===== src/rtl/core/rlsd_pkg.sv =====
// ----------------------------------------------------------------------------
// LED strip frame driver package
// Shared constants, opcode and state types, pixel layout and the brightness
// conversion used by the pixel store and the frame serializer.
// ----------------------------------------------------------------------------
package rlsd_pkg;

    // Number of LEDs on the strip and derived widths.
    localparam int LED_COUNT = 8;
    localparam int IDX_W     = (LED_COUNT > 1) ? $clog2(LED_COUNT) : 1;
    localparam int WORDS     = LED_COUNT + 2;
    localparam int WCNT_W    = $clog2(WORDS);

    // Frame words are built one byte per cycle, most significant byte first.
    localparam int BYTES_PER_WORD = 4;
    localparam int BCNT_W         = $clog2(BYTES_PER_WORD);

    localparam logic [7:0] START_BYTE = 8'h00;
    localparam logic [7:0] END_BYTE   = 8'hFF;
    localparam logic [2:0] LED_PREFIX = 3'b111;
    localparam logic [4:0] BRIGHT_MAX = 5'd31;

    typedef enum logic [2:0] {
        OP_SET_LED        = 3'd0,
        OP_SET_ALL        = 3'd1,
        OP_SET_BRIGHT     = 3'd2,
        OP_SET_ALL_BRIGHT = 3'd3,
        OP_CLEAR          = 3'd4,
        OP_REFRESH        = 3'd5
    } opcode_t;

    typedef enum logic [1:0] {
        SER_IDLE  = 2'd0,
        SER_BUILD = 2'd1,
        SER_LOAD  = 2'd2
    } ser_state_t;

    typedef struct packed {
        logic [4:0] bright;
        logic [7:0] blue;
        logic [7:0] green;
        logic [7:0] red;
    } pixel_t;

    // One write command into the pixel store.
    typedef struct packed {
        logic               valid;
        opcode_t            op;
        logic [5:0]         idx;
        logic [7:0]         red;
        logic [7:0]         green;
        logic [7:0]         blue;
        logic signed [9:0]  q;
    } store_cmd_t;

    // Level for a Q1.8 brightness that is not negative: 31 at or above one,
    // otherwise floor(31 * q / 256), formed as (q << 5) - q.
    function automatic logic [4:0] level_of(input logic signed [9:0] q);
        logic [12:0] prod;
        prod = {q[7:0], 5'b0} - {5'b0, q[7:0]};
        if (q[8])
            return BRIGHT_MAX;
        return prod[12:8];
    endfunction

endpackage


===== src/rtl/core/rlsd_store.sv =====
// ----------------------------------------------------------------------------
// LED strip pixel store
// Holds brightness and color for every LED, applies the write opcodes and
// offers one pixel at a time to the serializer.
// ----------------------------------------------------------------------------
module rlsd_store
    import rlsd_pkg::*;
(
    input  logic             clk,
    input  logic             rst_n,
    input  store_cmd_t       cmd,
    input  logic [IDX_W-1:0] rd_idx,
    output pixel_t           rd_pixel
);

    pixel_t     pixel_reg  [LED_COUNT];
    pixel_t     pixel_next [LED_COUNT];
    logic [4:0] level;
    logic       neg;

    assign level = level_of(cmd.q);
    assign neg   = cmd.q[9];

    always_comb
    begin
        for (int i = 0; i < LED_COUNT; i++)
        begin
            pixel_next[i] = pixel_reg[i];
            if (cmd.valid)
            begin
                unique case (cmd.op) inside
                    OP_SET_LED, OP_SET_ALL:
                    begin
                        if (cmd.op == OP_SET_ALL || cmd.idx == 6'(i))
                        begin
                            if (!neg)
                                pixel_next[i].bright = level;
                            pixel_next[i].blue  = cmd.blue;
                            pixel_next[i].green = cmd.green;
                            pixel_next[i].red   = cmd.red;
                        end
                    end
                    OP_SET_BRIGHT, OP_SET_ALL_BRIGHT:
                    begin
                        if (cmd.op == OP_SET_ALL_BRIGHT || cmd.idx == 6'(i))
                            pixel_next[i].bright = neg ? 5'd0 : level;
                    end
                    OP_CLEAR:
                        pixel_next[i] = '0;
                    default:
                        pixel_next[i] = pixel_reg[i];
                endcase
            end
        end
    end

    always_ff @(posedge clk or negedge rst_n)
    begin
        if (!rst_n)
        begin
            for (int i = 0; i < LED_COUNT; i++)
                pixel_reg[i] <= '0;
        end
        else
        begin
            for (int i = 0; i < LED_COUNT; i++)
                pixel_reg[i] <= pixel_next[i];
        end
    end

    always_comb
    begin
        rd_pixel = '0;
        for (int i = 0; i < LED_COUNT; i++)
        begin
            if (rd_idx == IDX_W'(i))
                rd_pixel = pixel_reg[i];
        end
    end

endmodule


===== src/rtl/core/rlsd_serializer.sv =====
// ----------------------------------------------------------------------------
// LED strip frame serializer
// Builds the start word, one word per LED and the end word, shifting each
// word together one byte per cycle, and holds it in the output register.
// ----------------------------------------------------------------------------
module rlsd_serializer
    import rlsd_pkg::*;
(
    input  logic             clk,
    input  logic             rst_n,
    input  logic             start,
    output logic             busy,
    output logic [IDX_W-1:0] rd_idx,
    input  pixel_t           rd_pixel,
    output logic             out_valid,
    input  logic             out_ready,
    output logic [31:0]      frame_word,
    output logic             last_word
);

    localparam logic [WCNT_W-1:0] LAST_WORD = WCNT_W'(WORDS - 1);

    ser_state_t        state_reg, state_next;
    logic [WCNT_W-1:0] word_cnt_reg, word_cnt_next;
    logic [BCNT_W-1:0] byte_cnt_reg, byte_cnt_next;
    logic [31:0]       shift_reg, shift_next;
    logic [31:0]       out_word_reg, out_word_next;
    logic              out_last_reg, out_last_next;
    logic              out_valid_reg, out_valid_next;
    logic [WCNT_W-1:0] led_sel;
    logic [7:0]        digit;

    assign led_sel = word_cnt_reg - WCNT_W'(1);
    assign rd_idx  = led_sel[IDX_W-1:0];

    // Byte of the current word for the current byte position.
    always_comb
    begin
        if (word_cnt_reg == '0)
            digit = START_BYTE;
        else if (word_cnt_reg == LAST_WORD)
            digit = END_BYTE;
        else
        begin
            case (byte_cnt_reg)
                2'd0:    digit = {LED_PREFIX, rd_pixel.bright};
                2'd1:    digit = rd_pixel.blue;
                2'd2:    digit = rd_pixel.green;
                default: digit = rd_pixel.red;
            endcase
        end
    end

    always_comb
    begin
        state_next     = state_reg;
        word_cnt_next  = word_cnt_reg;
        byte_cnt_next  = byte_cnt_reg;
        shift_next     = shift_reg;
        out_word_next  = out_word_reg;
        out_last_next  = out_last_reg;
        out_valid_next = out_valid_reg;

        if (out_valid_reg && out_ready)
            out_valid_next = 1'b0;

        unique case (state_reg)
            SER_IDLE:
            begin
                if (start)
                begin
                    word_cnt_next = '0;
                    byte_cnt_next = '0;
                    state_next    = SER_BUILD;
                end
            end
            SER_BUILD:
            begin
                shift_next    = {shift_reg[23:0], digit};
                byte_cnt_next = byte_cnt_reg + BCNT_W'(1);
                if (byte_cnt_reg == BCNT_W'(BYTES_PER_WORD - 1))
                    state_next = SER_LOAD;
            end
            SER_LOAD:
            begin
                if (!out_valid_reg || out_ready)
                begin
                    out_word_next  = shift_reg;
                    out_last_next  = (word_cnt_reg == LAST_WORD);
                    out_valid_next = 1'b1;
                    if (word_cnt_reg == LAST_WORD)
                        state_next = SER_IDLE;
                    else
                    begin
                        word_cnt_next = word_cnt_reg + WCNT_W'(1);
                        byte_cnt_next = '0;
                        state_next    = SER_BUILD;
                    end
                end
            end
            default:
                state_next = SER_IDLE;
        endcase
    end

    always_ff @(posedge clk or negedge rst_n)
    begin
        if (!rst_n)
        begin
            state_reg     <= SER_IDLE;
            word_cnt_reg  <= '0;
            byte_cnt_reg  <= '0;
            out_valid_reg <= 1'b0;
        end
        else
        begin
            state_reg     <= state_next;
            word_cnt_reg  <= word_cnt_next;
            byte_cnt_reg  <= byte_cnt_next;
            out_valid_reg <= out_valid_next;
        end
    end

    always_ff @(posedge clk)
    begin
        shift_reg    <= shift_next;
        out_word_reg <= out_word_next;
        out_last_reg <= out_last_next;
    end

    assign busy       = (state_reg != SER_IDLE);
    assign out_valid  = out_valid_reg;
    assign frame_word = out_word_reg;
    assign last_word  = out_last_reg;

endmodule


===== src/rtl/core/rgb_led_strip_frame_driver.sv =====
// ----------------------------------------------------------------------------
// RGB LED strip frame driver
// Pixel store for an addressable LED strip with a refresh that emits the
// frame as 32-bit words: a zero start word, one word per LED and an end word.
// ----------------------------------------------------------------------------
// Store operations (set one LED, set all, set one or all brightness, clear)
// are taken one per cycle while no refresh runs and produce no output
// words. Brightness arrives as signed Q1.8 and is stored as a 5-bit level,
// 31 at or above one and floor(31 * v) below; a negative value keeps the
// old level on color writes and stores zero on brightness writes. Indices at
// or above the LED count are ignored, and opcodes six and seven do nothing.
// A refresh holds the input channel while it emits LED_COUNT + 2 words:
// each word is shifted together one byte per cycle in the serializer and
// then moved into the output register. A finished word waits while the
// output register still holds a word that the receiver has not taken, and
// every such cycle adds to the refresh. The end word is flagged with
// last_word. Once the last word sits in the output register, the next input
// word is accepted even if that word has not been taken yet.
// ----------------------------------------------------------------------------
module rgb_led_strip_frame_driver
    import rlsd_pkg::*;
(
    input  logic        clk,
    input  logic        rst_n,
    input  logic        in_valid,
    output logic        in_ready,
    input  logic [2:0]  opcode,
    input  logic [5:0]  led_index,
    input  logic [7:0]  red,
    input  logic [7:0]  green,
    input  logic [7:0]  blue,
    input  logic signed [9:0] brightness_q,
    output logic        out_valid,
    input  logic        out_ready,
    output logic [31:0] frame_word,
    output logic        last_word
);

    store_cmd_t       cmd;
    logic             accept;
    logic             busy;
    logic             start;
    logic [IDX_W-1:0] rd_idx;
    pixel_t           rd_pixel;
    opcode_t          op;

    // The store is never written while a refresh reads it, since no input
    // word is accepted until the serializer has gone idle.
    assign in_ready = !busy;
    assign accept   = in_valid && in_ready;
    assign op       = opcode_t'(opcode);
    assign start    = accept && (op == OP_REFRESH);

    always_comb
    begin
        cmd.valid = accept && (op != OP_REFRESH);
        cmd.op    = op;
        cmd.idx   = led_index;
        cmd.red   = red;
        cmd.green = green;
        cmd.blue  = blue;
        cmd.q     = brightness_q;
    end

    rlsd_store u_store (
        .clk      (clk),
        .rst_n    (rst_n),
        .cmd      (cmd),
        .rd_idx   (rd_idx),
        .rd_pixel (rd_pixel)
    );

    rlsd_serializer u_serializer (
        .clk        (clk),
        .rst_n      (rst_n),
        .start      (start),
        .busy       (busy),
        .rd_idx     (rd_idx),
        .rd_pixel   (rd_pixel),
        .out_valid  (out_valid),
        .out_ready  (out_ready),
        .frame_word (frame_word),
        .last_word  (last_word)
    );

endmodule

===== config.mk =====
export PLATFORM = sky130hd
export DESIGN_NAME = rgb_led_strip_frame_driver
export DESIGN_NICKNAME = d
export VERILOG_FILES = /design/src/rtl/core/rlsd_pkg.sv /design/src/rtl/core/rlsd_store.sv /design/src/rtl/core/rlsd_serializer.sv /design/src/rtl/core/rgb_led_strip_frame_driver.sv
export SDC_FILE = /design/constraint.sdc
export NUM_CORES = 1
export LEC_CHECK = 0
export ABC_AREA = 1
export BUFFER_PORTS_ARGS = -buffer_cell sky130_fd_sc_hd__buf_2
export CAP_MARGIN = 25
export CORE_ASPECT_RATIO = 0.6
export CORE_UTILIZATION = 64
export CTS_CLUSTER_DIAMETER = 150
export DETAILED_ROUTE_END_ITERATION = 16
export MAX_ROUTING_LAYER = met4
export PLACE_DENSITY_LB_ADDON = 0.25
export SLEW_MARGIN = 20
export SYNTH_ARGS = -nofsm -noshare
export SYNTH_HDL_FRONTEND = slang
export SYNTH_SLANG_ARGS = --single-unit

===== constraint.sdc =====
create_clock -name clk -period 5.1 [get_ports clk]
set_input_delay 0 -clock clk [delete_from_list [all_inputs] [get_ports clk]]
set_output_delay 0 -clock clk [all_outputs]
set_load 0.03 [all_outputs]

==> run_results.csv <==
group,metric,value,unit
critical_path,cp_top_family,"simple AND/OR/NAND/NOR gates",
synthesis,ys_ff_latch,306,
detailed_routing,via_count,12300,
pwr,p_comb_share,32.6,%
floorplanning,die_w,195,um
cts,cts_root_buf,"clkbuf_16",
cts,cts_sinks,306,
pwr,leakage,7.72,nW
final_layout,layout-drive-gt1-share,10.1,%
critical_path,slowest_stage,"buf_4",
critical_path,start_kind,"register",
pwr,p_int,6.01,mW
global_route,grt_pass1_wl,63900,um
detailed_routing,wire_per_inst,19.0,um
status,violations,"hold timing",
global_route,overflow,0,
floorplanning,rows,42,
global_route,grt_max_degree,81,
detailed_routing,top_layer_used,"met4",
floorplanning,io_pins,82,
sta,setup_viol,0,
placement,routabilityCongestion,0.878,
sta,fmaxAchievable,0.275,GHz
sta,timing.hold.ws,-5.62,ps
pwr,sequentialPowerShare,45.0,%
detailed_routing,drtAntennaViolNets,0,
cts,cts_tree,"done",
final_layout,area_delta_synth_final,12.2,%
detailed_routing,wl_met1,16800,um
synthesis,syn_inst,1699,
placement,dp_hpwl,23700,um
cts,clkTransAtPathRegs,70,ps
critical_path,worst-path-buf-inv,5,
critical_path,worstSetupPathType,"reg -> reg",
floorplanning,start_util,65.3,%
global_route,antenna_found_initial,0,
critical_path,required,5410,ps
critical_path,crit_path_frequent_cell,"nand2_1",
cts,cts_made_buffers,28,
detailed_routing,drc,0,
final_layout,final_common_cell,"nand2_1",
final_layout,largest_reg_flops,232,
global_route,grt.total_usage,36.7,%
critical_path,crit_arrival,3950,ps
pwr,switching_share,38.8,%
detailed_routing,wl_met3,4800,um
critical_path,slowest_delay,540,ps
placement,port_buffers,81,
sta,finClkSkew,10.2,ps
status,status,"complete, but fails checks",
critical_path,crit_fanout,46,
pwr,peakVddDrop,0.000462,V
synthesis,syn_area_per_cell,8.46,um2
synthesis,syn_area,14400,um2
sta,final_max_slew_viol_count,0,
sta,period_needed,3630,ps
final_layout,final_nets,1826,
sta,worstMarginPinSlew,986,ps
cts,worstSkewPairLatency,560,ps
detailed_routing,route.met2.wl,16800,um
final_layout,antenna_cells,0,
synthesis,ys_types,32,
synthesis,synth-warning-count,0,
global_route,grt_pass1_vias,11700,
detailed_routing,drt_iter0_markers,1402,
flow_run,drv_cap,0,
sta,max_slew_margin,34.1,%
floorplanning,design.core.area,22000,um2
cts,clockBufferDepth,3,
sta,setup_tns,0,ps
floorplanning,design.die.area,23100,um2
critical_path,end_kind,"register",
detailed_routing,drtPass1Iterations,8,
critical_path,path_cells,"inv_1, ha_1, inv_1, nand2_2, nand2_4, inv_2, nand2_2, buf_4, nand2_1, inv_1, nand3_1, nand2_1, nand2_1, nand2_1, nand3_1, nand2_1, a21oi_1",
detailed_routing,via_per_inst,5.95,
detailed_routing,wl,39400,um
synthesis,synth.yosys.seq_area_share,55.5,%
sta,post-route-period-util,71.3,%
cts,ctsHtreeMaxLevel,1,
sta,rsz0062_at_grt,"false",
synthesis,synthesis.nets,1760,
floorplanning,chipHeight,118,um
pwr,p_sw,3.81,mW
worst_hold_path,hp-class,"in -> reg",
pwr,clock_power_share,22.4,%
sta,finalHoldViolations,1,
final_layout,final_cell_mix,"526 x nand2_1, 286 x o21ai_0, 241 x dfrtp_1",
pwr,power.density,609,nW/um2
[metrics by stage]
| stage | worst slack [ps] | area (um2) | total power, mW | instances | util [%] |
|---|---|---|---|---|---|
| floorplan | 2660 | 14400 | 6.55 | 1699 | - |
| detailed placement | 1630 | 14900 | 7.49 | 1992 | 67.6 |
| finish | 1470 | 16100 | 9.82 | 2073 | 73.2 |
| global placement | 1710 | 14900 | 7.32 | 1991 | 67.5 |
| global route | 1260 | 16100 | 10.4 | 2073 | 73.2 |
| CTS | 1580 | 16100 | 9.73 | 2072 | 73.2 |
[cells in the mapped netlist (all sizes together)]
library cell  number  area share [%]
a21oi             22            0.82
buf               66             2.7
clkbuf            30            0.80
clkinv             2           0.052
dfrtp            241              42
edfxtp            65              14
ha                14             1.2
inv              161             4.2
nand2            531              14
nand3            144             5.0
nand3b            30             1.6
nand4             26             1.1
nor2              33             1.0
nor3               6            0.28
nor4               5            0.22
o21ai            308              11
o21bai             1           0.052
o22ai              1           0.044
or2               13            0.57
[worst paths after layout]
path,slack [ps],to,startpoint,cells after the start
max in group asynchronous,3760,u_store.pixel_reg[111],rst_n,3
min in group asynchronous,20,u_store.pixel_reg[200],rst_n,2
hold reg to reg,420,u_serializer.frame_word[30],u_serializer.shift_reg[30],0
setup reg to reg,1470,u_serializer.shift_reg[4],u_serializer.word_cnt_reg[0],17
hold / removal,-6,u_store.pixel_reg[73],green[7],3
setup / recovery,1470,u_serializer.shift_reg[4],u_serializer.word_cnt_reg[0],17
[worst reg2reg max path, cell delays in order (launching register included)]
cell and delay (ps):
dfrtp_1 440, inv_1 140, ha_1 240, inv_1 70, nand2_2 60, nand2_4 290, inv_2 400, nand2_2 340
buf_4 540, nand2_1 120, inv_1 70, nand3_1 130, nand2_1 90, nand2_1 50, nand2_1 70, nand3_1 120
nand2_1 110, a21oi_1 90
[logic make-up after synthesis]
| family | synth area share [%] |
|---|---|
| AOI/OAI and AO/OA | 11.7 |
| adders and majority gates | 1.22 |
| buffers and inverters | 7.79 |
| DFF | 55.5 |
| and+or+nand+nor | 23.8 |
[what timing repair did]
action                                 4_1_cts  5_1_grt
gates resized for setup                      0        0
hold buffers                                28        0
endpoints found under the hold margin      254        0
setup buffers                                0        0
[layer usage]
layer | GRT usage (%) | vias to the layer above
li1 | - | 5684
met1 | 53.8 | 5793
met2 | 51.6 | 761
met3 | 8.14 | 87
met4 | 10.7 | 0
met5 | - | -
[final cells by class]
cell class	instances	area, um2
Clock buffer	32	747
Timing Repair Buffer	132	888
Tap cell	286	358
Inverter	163	612
Fill cell	1606	5890
Sequential cell	306	7980
Clock inverter	20	201
Multi-Input combinational cell	1134	5340
[power groups by stage]
stage	clock [mW]	combinational [mW]	sequential, mW
4_1_cts	2.20	3.14	4.38
6_report	2.20	3.21	4.42
2_1_floorplan	0	2.29	4.25
5_1_grt	2.31	3.62	4.52
3_5_place_dp	0	3.09	4.40
3_3_place_gp	0	2.95	4.36
No activity file was read; power rests on OpenSTA's default activity.
